### src/rtl/mec_pkg.sv
// Shared types, constants and helper functions of the mouse event conditioner.
`timescale 1ns / 1ps
package mec_pkg;

   localparam int DELTA_W     = 16;
   localparam int MASK_W      = 7;
   localparam int BTN_W       = 3;
   localparam int CMD_W       = 2;
   localparam int THR_W       = 15;
   localparam int TICKS_W     = 16;
   localparam int TIME_W      = 17;
   localparam int CSR_INDEX_W = 1;
   localparam int CSR_DATA_W  = 16;

   localparam logic [THR_W-1:0]   THR_RESET   = 15'd64;
   localparam logic [TICKS_W-1:0] TICKS_RESET = 16'd1000;
   localparam logic [TIME_W-1:0]  TIME_MAX    = 17'h1FFFF;

   typedef enum logic [CMD_W-1:0] {
      CMD_SAMPLE = 2'd0,
      CMD_TICK   = 2'd1,
      CMD_ACK    = 2'd2,
      CMD_NONE   = 2'd3
   } cmd_type;

   typedef enum logic [CSR_INDEX_W-1:0] {
      CSR_SPEED_THRESHOLD = 1'b0,
      CSR_WINDOW_TICKS    = 1'b1
   } csr_index_type;

   typedef struct packed {
      logic [THR_W-1:0]   speed_threshold;
      logic [TICKS_W-1:0] window_ticks;
   } cfg_type;

   typedef struct packed {
      logic [CMD_W-1:0]          command;
      logic signed [DELTA_W-1:0] delta_x;
      logic signed [DELTA_W-1:0] delta_y;
      logic [BTN_W-1:0]          button_state;
   } req_type;

   typedef struct packed {
      logic [MASK_W-1:0]         event_mask;
      logic signed [DELTA_W-1:0] report_x;
      logic signed [DELTA_W-1:0] report_y;
   } rsp_type;

   // Magnitude of a 16-bit two's complement value; the most negative one wraps to itself.
   function automatic logic [DELTA_W-1:0] mag16(input logic [DELTA_W-1:0] v);
      return v[DELTA_W-1] ? (~v + {{(DELTA_W-1){1'b0}}, 1'b1}) : v;
   endfunction

endpackage

### src/rtl/mec_if.sv
// Valid/ready channel interfaces for mouse transactions and reports.
`timescale 1ns / 1ps
interface mec_req_if;
   import mec_pkg::*;
   logic                      valid;
   logic                      ready;
   logic [CMD_W-1:0]          command;
   logic signed [DELTA_W-1:0] delta_x;
   logic signed [DELTA_W-1:0] delta_y;
   logic [BTN_W-1:0]          button_state;

   modport source(output valid, command, delta_x, delta_y, button_state, input ready);
   modport sink(input valid, command, delta_x, delta_y, button_state, output ready);
endinterface

interface mec_rsp_if;
   import mec_pkg::*;
   logic                      valid;
   logic                      ready;
   logic [MASK_W-1:0]         event_mask;
   logic signed [DELTA_W-1:0] report_x;
   logic signed [DELTA_W-1:0] report_y;

   modport source(output valid, event_mask, report_x, report_y, input ready);
   modport sink(input valid, event_mask, report_x, report_y, output ready);
endinterface

### src/rtl/mec_csr.sv
// Configuration registers: speed threshold and window length.
`timescale 1ns / 1ps
module mec_csr (
   input  logic                           clock,
   input  logic                           reset,
   input  logic                           csr_wr_en,
   input  logic [mec_pkg::CSR_INDEX_W-1:0] csr_index,
   input  logic [mec_pkg::CSR_DATA_W-1:0]  csr_wr_data,
   output mec_pkg::cfg_type               cfg
);
   import mec_pkg::*;

   cfg_type cfg_ff;

   // Write the addressed register; unknown indexes are dropped
   always_ff @(posedge clock) begin
      if (reset) begin
         cfg_ff.speed_threshold <= THR_RESET;
         cfg_ff.window_ticks    <= TICKS_RESET;
      end else if (csr_wr_en) begin
         case (csr_index_type'(csr_index))
            CSR_SPEED_THRESHOLD: begin
               cfg_ff.speed_threshold <= csr_wr_data[THR_W-1:0];
            end
            CSR_WINDOW_TICKS: begin
               cfg_ff.window_ticks <= csr_wr_data[TICKS_W-1:0];
            end
            default: begin
               cfg_ff <= cfg_ff;
            end
         endcase
      end
   end

   assign cfg = cfg_ff;

endmodule

### src/rtl/mec_core.sv
// Motion state, acceleration window and report datapath.
`timescale 1ns / 1ps
module mec_core (
   input  logic             clock,
   input  logic             reset,
   input  mec_pkg::cfg_type cfg,
   input  logic             item_valid,
   input  logic             item_fire,
   input  mec_pkg::req_type item,
   output logic             item_has_rsp,
   output mec_pkg::rsp_type rsp_data
);
   import mec_pkg::*;

   logic [DELTA_W-1:0] pending_x_ff, pending_y_ff;
   logic [DELTA_W-1:0] win_sum_x_ff, win_sum_y_ff, win_total_ff;
   logic [TIME_W-1:0]  win_time_ff;
   logic [BTN_W-1:0]   prev_btn_ff;
   logic               irq_pending_ff;

   cmd_type            cmd;
   logic [DELTA_W-1:0] acc_x, acc_y;
   logic               moving;
   logic               expired;
   logic [DELTA_W-1:0] base_x, base_y, base_t;
   logic [TIME_W-1:0]  time_eff;
   logic [DELTA_W-1:0] sum_x_new, sum_y_new, total_new;
   logic               boost;
   logic [MASK_W-1:0]  mask;

   // Accumulate doubled motion, run the window check and build the report
   always_comb begin
      cmd       = cmd_type'(item.command);
      acc_x     = pending_x_ff + {item.delta_x[DELTA_W-2:0], 1'b0};
      acc_y     = pending_y_ff + {item.delta_y[DELTA_W-2:0], 1'b0};
      moving    = (acc_x != '0) || (acc_y != '0);
      expired   = win_time_ff > {1'b0, cfg.window_ticks};
      base_x    = expired ? '0 : win_sum_x_ff;
      base_y    = expired ? '0 : win_sum_y_ff;
      base_t    = expired ? '0 : win_total_ff;
      time_eff  = expired ? '0 : win_time_ff;
      sum_x_new = base_x + acc_x;
      sum_y_new = base_y + acc_y;
      total_new = base_t + mag16(acc_x) + mag16(acc_y);
      boost     = (time_eff < {1'b0, cfg.window_ticks}) && !total_new[DELTA_W-1] &&
                  (total_new[DELTA_W-2:0] >= cfg.speed_threshold);
      mask      = '0;
      mask[0]   = moving;
      for (int i = 0; i < BTN_W; i++) begin
         mask[1 + 2*i] = item.button_state[i] & ~prev_btn_ff[i];
         mask[2 + 2*i] = ~item.button_state[i] & prev_btn_ff[i];
      end
      rsp_data.event_mask = mask;
      rsp_data.report_x   = (moving && boost) ? (acc_x + sum_x_new) : acc_x;
      rsp_data.report_y   = (moving && boost) ? (acc_y + sum_y_new) : acc_y;
      item_has_rsp        = item_valid && (cmd == CMD_SAMPLE) && !irq_pending_ff;
   end

   // Advance the state on each transaction that leaves the input register
   always_ff @(posedge clock) begin
      if (reset) begin
         pending_x_ff   <= '0;
         pending_y_ff   <= '0;
         win_sum_x_ff   <= '0;
         win_sum_y_ff   <= '0;
         win_total_ff   <= '0;
         win_time_ff    <= '0;
         prev_btn_ff    <= '0;
         irq_pending_ff <= 1'b0;
      end else if (item_fire) begin
         case (cmd)
            CMD_TICK: begin
               if (win_time_ff != TIME_MAX) begin
                  win_time_ff <= win_time_ff + {{(TIME_W-1){1'b0}}, 1'b1};
               end
            end
            CMD_ACK: begin
               irq_pending_ff <= 1'b0;
            end
            CMD_SAMPLE: begin
               if (irq_pending_ff) begin
                  pending_x_ff <= acc_x;
                  pending_y_ff <= acc_y;
               end else begin
                  pending_x_ff   <= '0;
                  pending_y_ff   <= '0;
                  prev_btn_ff    <= item.button_state;
                  irq_pending_ff <= (mask != '0);
                  if (moving) begin
                     if (boost) begin
                        win_sum_x_ff <= '0;
                        win_sum_y_ff <= '0;
                        win_total_ff <= '0;
                        win_time_ff  <= '0;
                     end else begin
                        win_sum_x_ff <= sum_x_new;
                        win_sum_y_ff <= sum_y_new;
                        win_total_ff <= total_new;
                        win_time_ff  <= time_eff;
                     end
                  end
               end
            end
            default: begin
               irq_pending_ff <= irq_pending_ff;
            end
         endcase
      end
   end

endmodule

### src/rtl/mec_out_reg.sv
// Result register between the datapath and the report channel.
`timescale 1ns / 1ps
module mec_out_reg (
   input  logic             clock,
   input  logic             reset,
   input  logic             load,
   input  mec_pkg::rsp_type load_data,
   output logic             out_free,
   mec_rsp_if.source        rsp_chan
);
   import mec_pkg::*;

   logic    valid_ff;
   rsp_type data_ff;

   assign out_free = !valid_ff || rsp_chan.ready;

   // Hold the report until taken; a new one may replace it in the same cycle
   always_ff @(posedge clock) begin
      if (reset) begin
         valid_ff <= 1'b0;
      end else if (out_free) begin
         valid_ff <= load;
      end
   end

   always_ff @(posedge clock) begin
      if (load && out_free) begin
         data_ff <= load_data;
      end
   end

   assign rsp_chan.valid      = valid_ff;
   assign rsp_chan.event_mask = data_ff.event_mask;
   assign rsp_chan.report_x   = data_ff.report_x;
   assign rsp_chan.report_y   = data_ff.report_y;

endmodule

### src/rtl/mouse_event_conditioner_unit.sv
// A sample's report passes the input register, then the result register, and is held
// in the result register until the report channel takes it.
// Throughput: one transaction per cycle; the input register only waits when a report
// is due and the result register is still held by a stalled report channel.
// Reset: synchronous, active high; clears motion, window, buttons, interrupt flag and
// loads speed_threshold 64 and window_ticks 1000. No clearing pass.
`timescale 1ns / 1ps
module mouse_event_conditioner_unit (
   input  logic                            clock,
   input  logic                            reset,
   mec_req_if.sink                         req_chan,
   mec_rsp_if.source                       rsp_chan,
   input  logic                            csr_wr_en,
   input  logic [mec_pkg::CSR_INDEX_W-1:0] csr_index,
   input  logic [mec_pkg::CSR_DATA_W-1:0]  csr_wr_data
);
   import mec_pkg::*;

   cfg_type cfg;
   logic    in_valid_ff;
   req_type in_data_ff;
   logic    item_has_rsp;
   logic    item_fire;
   logic    out_free;
   rsp_type rsp_data;

   mec_csr u_csr (
      .clock      (clock),
      .reset      (reset),
      .csr_wr_en  (csr_wr_en),
      .csr_index  (csr_index),
      .csr_wr_data(csr_wr_data),
      .cfg        (cfg)
   );

   // Release the held transaction unless its report has nowhere to go
   assign item_fire      = in_valid_ff && (!item_has_rsp || out_free);
   assign req_chan.ready = !in_valid_ff || item_fire;

   // Input register
   always_ff @(posedge clock) begin
      if (reset) begin
         in_valid_ff <= 1'b0;
      end else if (req_chan.ready) begin
         in_valid_ff <= req_chan.valid;
      end
   end

   always_ff @(posedge clock) begin
      if (req_chan.ready && req_chan.valid) begin
         in_data_ff.command      <= req_chan.command;
         in_data_ff.delta_x      <= req_chan.delta_x;
         in_data_ff.delta_y      <= req_chan.delta_y;
         in_data_ff.button_state <= req_chan.button_state;
      end
   end

   mec_core u_core (
      .clock       (clock),
      .reset       (reset),
      .cfg         (cfg),
      .item_valid  (in_valid_ff),
      .item_fire   (item_fire),
      .item        (in_data_ff),
      .item_has_rsp(item_has_rsp),
      .rsp_data    (rsp_data)
   );

   mec_out_reg u_out_reg (
      .clock    (clock),
      .reset    (reset),
      .load     (item_fire && item_has_rsp),
      .load_data(rsp_data),
      .out_free (out_free),
      .rsp_chan (rsp_chan)
   );

endmodule

### src/flat_wrapper.sv
// flat-port wrapper written by rule: the top's interface ports become plain ports
module mouse_event_conditioner_unit_flat import mec_pkg::*;
  (clock, reset, csr_wr_en, csr_index, csr_wr_data, req_chan_valid, req_chan_command, req_chan_delta_x, req_chan_delta_y, req_chan_button_state, req_chan_ready, rsp_chan_valid, rsp_chan_event_mask, rsp_chan_report_x, rsp_chan_report_y, rsp_chan_ready);
  mec_req_if req_chan_i ();
  mec_rsp_if rsp_chan_i ();
  input  logic clock;
  input  logic reset;
  input  logic csr_wr_en;
  input  logic [mec_pkg::CSR_INDEX_W-1:0] csr_index;
  input  logic [mec_pkg::CSR_DATA_W-1:0] csr_wr_data;
  input wire logic [$bits(req_chan_i.valid)-1:0] req_chan_valid;
  input wire logic [$bits(req_chan_i.command)-1:0] req_chan_command;
  input wire logic [$bits(req_chan_i.delta_x)-1:0] req_chan_delta_x;
  input wire logic [$bits(req_chan_i.delta_y)-1:0] req_chan_delta_y;
  input wire logic [$bits(req_chan_i.button_state)-1:0] req_chan_button_state;
  output wire logic [$bits(req_chan_i.ready)-1:0] req_chan_ready;
  output wire logic [$bits(rsp_chan_i.valid)-1:0] rsp_chan_valid;
  output wire logic [$bits(rsp_chan_i.event_mask)-1:0] rsp_chan_event_mask;
  output wire logic [$bits(rsp_chan_i.report_x)-1:0] rsp_chan_report_x;
  output wire logic [$bits(rsp_chan_i.report_y)-1:0] rsp_chan_report_y;
  input wire logic [$bits(rsp_chan_i.ready)-1:0] rsp_chan_ready;
  assign req_chan_i.valid = req_chan_valid;
  assign req_chan_i.command = req_chan_command;
  assign req_chan_i.delta_x = req_chan_delta_x;
  assign req_chan_i.delta_y = req_chan_delta_y;
  assign req_chan_i.button_state = req_chan_button_state;
  assign req_chan_ready = req_chan_i.ready;
  assign rsp_chan_valid = rsp_chan_i.valid;
  assign rsp_chan_event_mask = rsp_chan_i.event_mask;
  assign rsp_chan_report_x = rsp_chan_i.report_x;
  assign rsp_chan_report_y = rsp_chan_i.report_y;
  assign rsp_chan_i.ready = rsp_chan_ready;
  mouse_event_conditioner_unit u_core (.clock(clock), .reset(reset), .req_chan(req_chan_i), .rsp_chan(rsp_chan_i), .csr_wr_en(csr_wr_en), .csr_index(csr_index), .csr_wr_data(csr_wr_data));
endmodule
### config.mk
export PLATFORM = sky130hd
export DESIGN_NAME = mouse_event_conditioner_unit_flat
export DESIGN_NICKNAME = d
export VERILOG_FILES = /design/src/rtl/mec_pkg.sv /design/src/rtl/mec_if.sv /design/src/rtl/mec_csr.sv /design/src/rtl/mec_core.sv /design/src/rtl/mec_out_reg.sv /design/src/rtl/mouse_event_conditioner_unit.sv /design/src/flat_wrapper.sv
export SDC_FILE = /design/constraint.sdc
export NUM_CORES = 1
export LEC_CHECK = 0
export BUFFER_PORTS_ARGS = -buffer_cell sky130_fd_sc_hd__clkbuf_2
export CELL_PAD_IN_SITES_DETAIL_PLACEMENT = 1
export CELL_PAD_IN_SITES_GLOBAL_PLACEMENT = 1
export CORE_MARGIN = 2
export CORE_UTILIZATION = 51
export CTS_BUF_LIST = sky130_fd_sc_hd__clkbuf_16
export DETAILED_ROUTE_END_ITERATION = 10
export GPL_TIMING_DRIVEN = 0
export PLACE_DENSITY = 0.86
export SETUP_SLACK_MARGIN = 0.1
export SLEW_MARGIN = 20
export SYNTH_ARGS = -nofsm -noshare
export SYNTH_HDL_FRONTEND = slang
export SYNTH_SLANG_ARGS = --single-unit
### constraint.sdc
create_clock -name clock -period 16.2 [get_ports clock]
set_input_delay 0 -clock clock [delete_from_list [all_inputs] [get_ports clock]]
set_output_delay 0 -clock clock [all_outputs]
set_load 0.02 [all_outputs]
Word level (Yosys, flattened, before mapping) --
Index checks and enable logic that the tools add are counted.
Storage, ports and cells: register bits after elaboration 208, input bits 59, word-level logic and storage cells 106
Cells by class: $add $sub $neg 11, magnitude comparators 3, equal/unequal tests 6, multiplexer cells 20, bitwise gates (word level) 16, reduce and logical (&&, ||, !) cells 31
Operators by type and width (count):
- 16-bit two-way mux | 12
- 16-bit adder | 8
- 17-bit two-way mux | 5
- 17-bit one-hot mux with 2 select lines | 1
- 16-bit by 1-bit adder with 16-bit output (second input constant) | 2
- 16-bit NOT | 2
- 16-bit nonzero test | 2
- 17-bit by 1-bit adder with 17-bit output (second input constant) | 1
- 17-bit by 16-bit > comparator with 1-bit output | 1
- 17-bit by 16-bit less-than comparator with 1-bit output | 1
- 17-bit inequality test (second input constant) | 1
- 15-bit greater-or-equal comparator | 1
- 1-bit logical AND | 9
- 1-bit NOT | 8
- 2-bit AND reduction | 4
- 7-bit nonzero test | 1
- 1-bit AND | 6
- 2-bit inequality test (second input constant) | 3
- 1-bit logical NOT | 5
- 5-bit AND reduction | 1
- 1-bit logical OR | 4
- 4-bit AND reduction | 1
- 2-bit nonzero test | 2
- 3-bit AND reduction | 1
- other kinds (5) | 5

Longest topological paths before layout --
word-level depth 13, depth in mapped cells 34, gate-level depth less buffers 30

By module --
A second synthesis with hierarchy kept.
Second synthesis, totals: cell total of the unflattened synthesis 1700, area, all modules 15234.6 µm²
By module, submodules not included:
- mec_core | instances 1, cells each 1488, area an instance 11526.1 µm², seq. area each 1981.9 µm²
- mec_csr | instances 1, cells each 123, area an instance 1291.2 µm², seq. area each 620.6 µm²
- mec_out_reg | instances 1, cells each 44, area an instance 1226.2 µm², seq. area each 1191.1 µm²
- mouse_event_conditioner_unit | instances 1, cells each 45, area an instance 1191.1 µm², seq. area each 1131.1 µm²

Least setup slack after synthesis --
OpenSTA, ideal clock, no wires.
path kind register to register, start point reg u_core.in_data_ff[19] (netlist bit), end point reg u_core.u_out_reg.data_ff (netlist bit u_core.u_out_reg.rsp_chan.report_y[10]) (data pin), arrival time 6616 ps, path slack 9315 ps, cell stages (with the launch flop) 33, buffers on the path 2, clock period less this slack 6885 ps, cell sequence edfxtp_1 ha_1 fa_1 a211oi_2 o21ai_1 a21oi_2 o22ai_1 o41ai_2 xnor2_1 clkbuf_1 nor2_1 xnor2_1 fa_1 ha_1 a21o_1 a21o_1 a21oi_1 o21bai_1 a21o_1 a21oi_1 nor2_1 nor2_1 xnor2_1 ha_1 nand4_1 nor2_1 o31a_1 o2111ai_1 a221oi_1 nand3_2 clkbuf_1 nand2_1 o21ai_0
RTL lines:
- start, declared | line mouse_event_conditioner_unit.sv:21 | req_type in_data_ff;
- end signal, assigned | line mec_out_reg.sv:29 | data_ff <= load_data;
- end, declared | line mec_out_reg.sv:14 | rsp_type data_ff;

==> results.cfg <==
[floorplan]
core_area_um2 = 28500
die_w_um = 174
io_pins = 100
die-height_um = 174
start_util_pct = 51.5
row_count = 62
dieArea_um2 = 30200

[power]
internal_power_w = 0.00119
max-vdd-ir-drop_uv = 94.2
leakagePower_nw = 7.11
netSwitchingPower_w = 0.000811
seqPwrFrac_pct = 29.9
swShare_pct = 40.5
power_density_nw_per_um2 = 116
p_clk_share_pct = 28.6
comb_power_share_pct = 41.5

[logic_synthesis]
ys_seq_area_share_pct = 33.1
synth-async-reset-ratio_pct = 0
synth.distinct_cells = 87
syn_avg_cell_area_um2 = 8.51
synth-edff-count = 74
yosysWarnings = 0
netlist_instances = 1728
netlist_area_um2 = 14700
ys.flop_type = dfxtp_1
ys_ff_latch = 206

[timing]
min_period_ns = 9.44
clock_skew_ns = 0.0225
hold_ws_ns = 0.0809
tns_ns = 0
rsz0062_at_grt = false
fin_crit_sh_pct = 58.3
report.final.slew_viol_count = 0
max_freq_mhz = 106
hold_viol = 0
slew-limit-headroom_pct = 22.5
setup_violations = 0
fin_ws_ns = 6.76
worstMarginPinSlew_ns = 1.16

[global_routing]
antenna_found_initial = 0
grt_start_max_net_pins = 34
grt_pass1_vias = 15299
grt_usage_pct = 34.7
overflow = 0
grt_pass1_wl_um = 83500

[drt]
met2_length_um = 26800
top_layer = met4
dr_wl_met3_um = 2800
viasPerCell = 6.19
route.vias.total = 14383
drc = 0
first_pass_iters = 5
m1WireLength_um = 20900
antenna_left = 0
finalWirelength_um = 53100
wl_per_cell_um = 22.8
drtIter0Drc = 857

[clock_network]
cts_sinks = 206
clk_latency_ns = 0.56
clockBufferDepth = 3
cts_buffers = 26
path_clk_slew_ns = 0.06
htree_levels = 1
cts_tree = built
cts_root_buf = clkbuf_16

[cells_and_area]
final_common_cell = nand2_1
nNetsFinal = 2150
drive_gt1_share_pct = 10.1
fillers = 3430
area_delta_synth_final_pct = 16.9
final_cell_mix = 199 x nand2_1, 154 x a21oi_1, 149 x ha_1
multi_input_area_um2 = 9140
design_area_um2 = 17200
seq_area_um2 = 4860
n_antenna_cell = 0
layout.core_utilization_pct = 60.3

[placement]
place_hpwl_um = 35400
postPlaceCellArea_um2 = 15700
io_buffers = 96
gp_congestion = 0.921
place_ws_ns = 7.32

[critical_path]
arrival_ns = 9.76
cp-end-kind = flip-flop
startpoint_type = flip-flop
path_class = reg2reg
critPathMaxFanout = 10
cp-startpoint = u_core.in_data_ff[19]$_DFFE_PP_
slowest_delay_ns = 0.74
crit_slowest_cell = a221oi_1
crit_required_ns = 16.52
worstReg2RegStart = u_core.in_data_ff[19]$_DFFE_PP_
cp_common_cell = fa_1

[flow_run]
maxCapViolCount = 0

[worst_hold_path]
worstHoldPathType = in2reg
min_from = reset

[outcome]
outcome = complete, no violations
## power by group through the flow
stage | Combinational, W | Clock [W] | Sequential (W)
2_1_floorplan | 0.000513 | 0 | 0.000613
3_3_place_gp | 0.000730 | 0 | 0.000606
3_5_place_dp | 0.000771 | 0 | 0.000607
4_1_cts | 0.000792 | 0.000566 | 0.000597
5_1_grt | 0.000888 | 0.000596 | 0.000600
6_report | 0.000831 | 0.000574 | 0.000598
## critical path, delay by kind of cell (launching register included)
kind | cells | cell delay [ns]
AOI/OAI and AO/OA | 16 | 4.27
muxes | 1 | 0.24
buffers and inverters | 3 | 1.01
xor gates and xnor gates | 2 | 0.58
adders and majority gates | 5 | 2.15
and+or+nand+nor | 1 | 0.54
DFF | 1 | 0.39
## through the flow
stage	total power (W)	instances
after floorplan	0.00113	1731
after detailed placement	0.00138	2214
final	0.00200	2325
after global routing	0.00208	2325
after global placement	0.00134	2211
after CTS	0.00195	2325
## routing by layer
layer | global-route usage, % | vias to the layer above
li1 | - | 6514
met4 | 16.0 | 0
met2 | 63.5 | 524
met5 | 0 | -
met3 | 5.07 | 179
met1 | 39.7 | 7166
## registers in the layout, summed over array words and instances (netlist names), 16 cells and up
register	count
u_core.u_core.win_sum_x_ff	16
u_core.u_core.win_time_ff	17
u_core.u_out_reg.rsp_chan.report_y	16
u_core.u_core.win_sum_y_ff	16
u_core.in_data_ff	35
u_core.u_core.win_total_ff	16
u_core.u_out_reg.rsp_chan.report_x	16
u_core.u_csr.cfg	31
## final cells by class
class	instances	area share (%)
buffer	77	1.91
sequential	206	28.3
tap	384	2.79
multi-input combinational	1338	53.1
clock inverter	22	0.975
timing repair buffer	162	6.74
clock buffer	26	3.78
inverter	110	2.40
## cell usage after synthesis (4+ instances only)
cell | number | area, µm²
and2_1 | 54 | 338
o31ai_1 | 9 | 67.6
inv_1 | 110 | 413
a31o_2 | 5 | 43.8
edfxtp_1 | 74 | 2220
o21ai_0 | 73 | 365
dfxtp_1 | 132 | 2640
ha_1 | 149 | 1860
nor2_1 | 147 | 552
a21boi_0 | 8 | 60.1
nand2b_1 | 14 | 87.6
or3_1 | 12 | 75.1
o21bai_1 | 9 | 67.6
a311oi_1 | 6 | 52.6
clkbuf_1 | 55 | 206
a22oi_1 | 35 | 263
buf_1 | 5 | 18.8
xnor2_1 | 79 | 692
and3_1 | 13 | 81.3
xor2_1 | 22 | 193
nand4_1 | 16 | 100
buf_2 | 12 | 60.1
nor4_1 | 6 | 37.5
nor2b_1 | 24 | 150
nor3b_1 | 11 | 82.6
a211o_1 | 4 | 35.0
nand3b_1 | 10 | 75.1
o41ai_1 | 5 | 43.8
o21a_1 | 16 | 120
nand2_1 | 199 | 747
a31oi_1 | 13 | 81.3
a21oi_1 | 154 | 771
o21ai_1 | 9 | 45.0
a21o_1 | 22 | 165
o211ai_1 | 7 | 52.6
a211oi_2 | 7 | 87.6
a2111oi_0 | 4 | 35.0
fa_1 | 21 | 420
nand3_1 | 58 | 290
a211oi_1 | 11 | 82.6
nor3_1 | 32 | 160
## kinds of logic after synthesis
family,after synthesis,synth area share (%)
flip-flops,206,33.1
other,2,0.0511
XOR/XNOR,102,6.17
adder cells (fa/ha/maj),170,15.5
AND/OR/NAND/NOR,619,20.3
buffers and inverters,187,5.04
AO/OA/AOI/OAI,437,19.5
multiplexers,5,0.357
## path summary, 6_finish.rpt
path | endpoint | slack, ns | cells after the start
setup / recovery | u_core.u_out_reg.rsp_chan.report_x[13]$_DFFE_PP_ | 6.76 | 28
hold / removal | u_core.u_core.win_time_ff[3]$_SDFFE_PP0P_ | 0.08 | 2
setup reg to reg | u_core.u_out_reg.rsp_chan.report_x[13]$_DFFE_PP_ | 6.76 | 28
hold reg to reg | u_core.u_core.win_sum_x_ff[13]$_SDFFE_PP0P_ | 0.45 | 2
## what timing repair did
| item | CTS | global route |
|---|---|---|
| endpoints found under the hold margin | 69 | 0 |
| gates resized for setup | 0 | 0 |
| buffers inserted | 0 | 0 |
| hold buffers | 63 | 0 |
No activity file was read; power rests on OpenSTA's default activity.
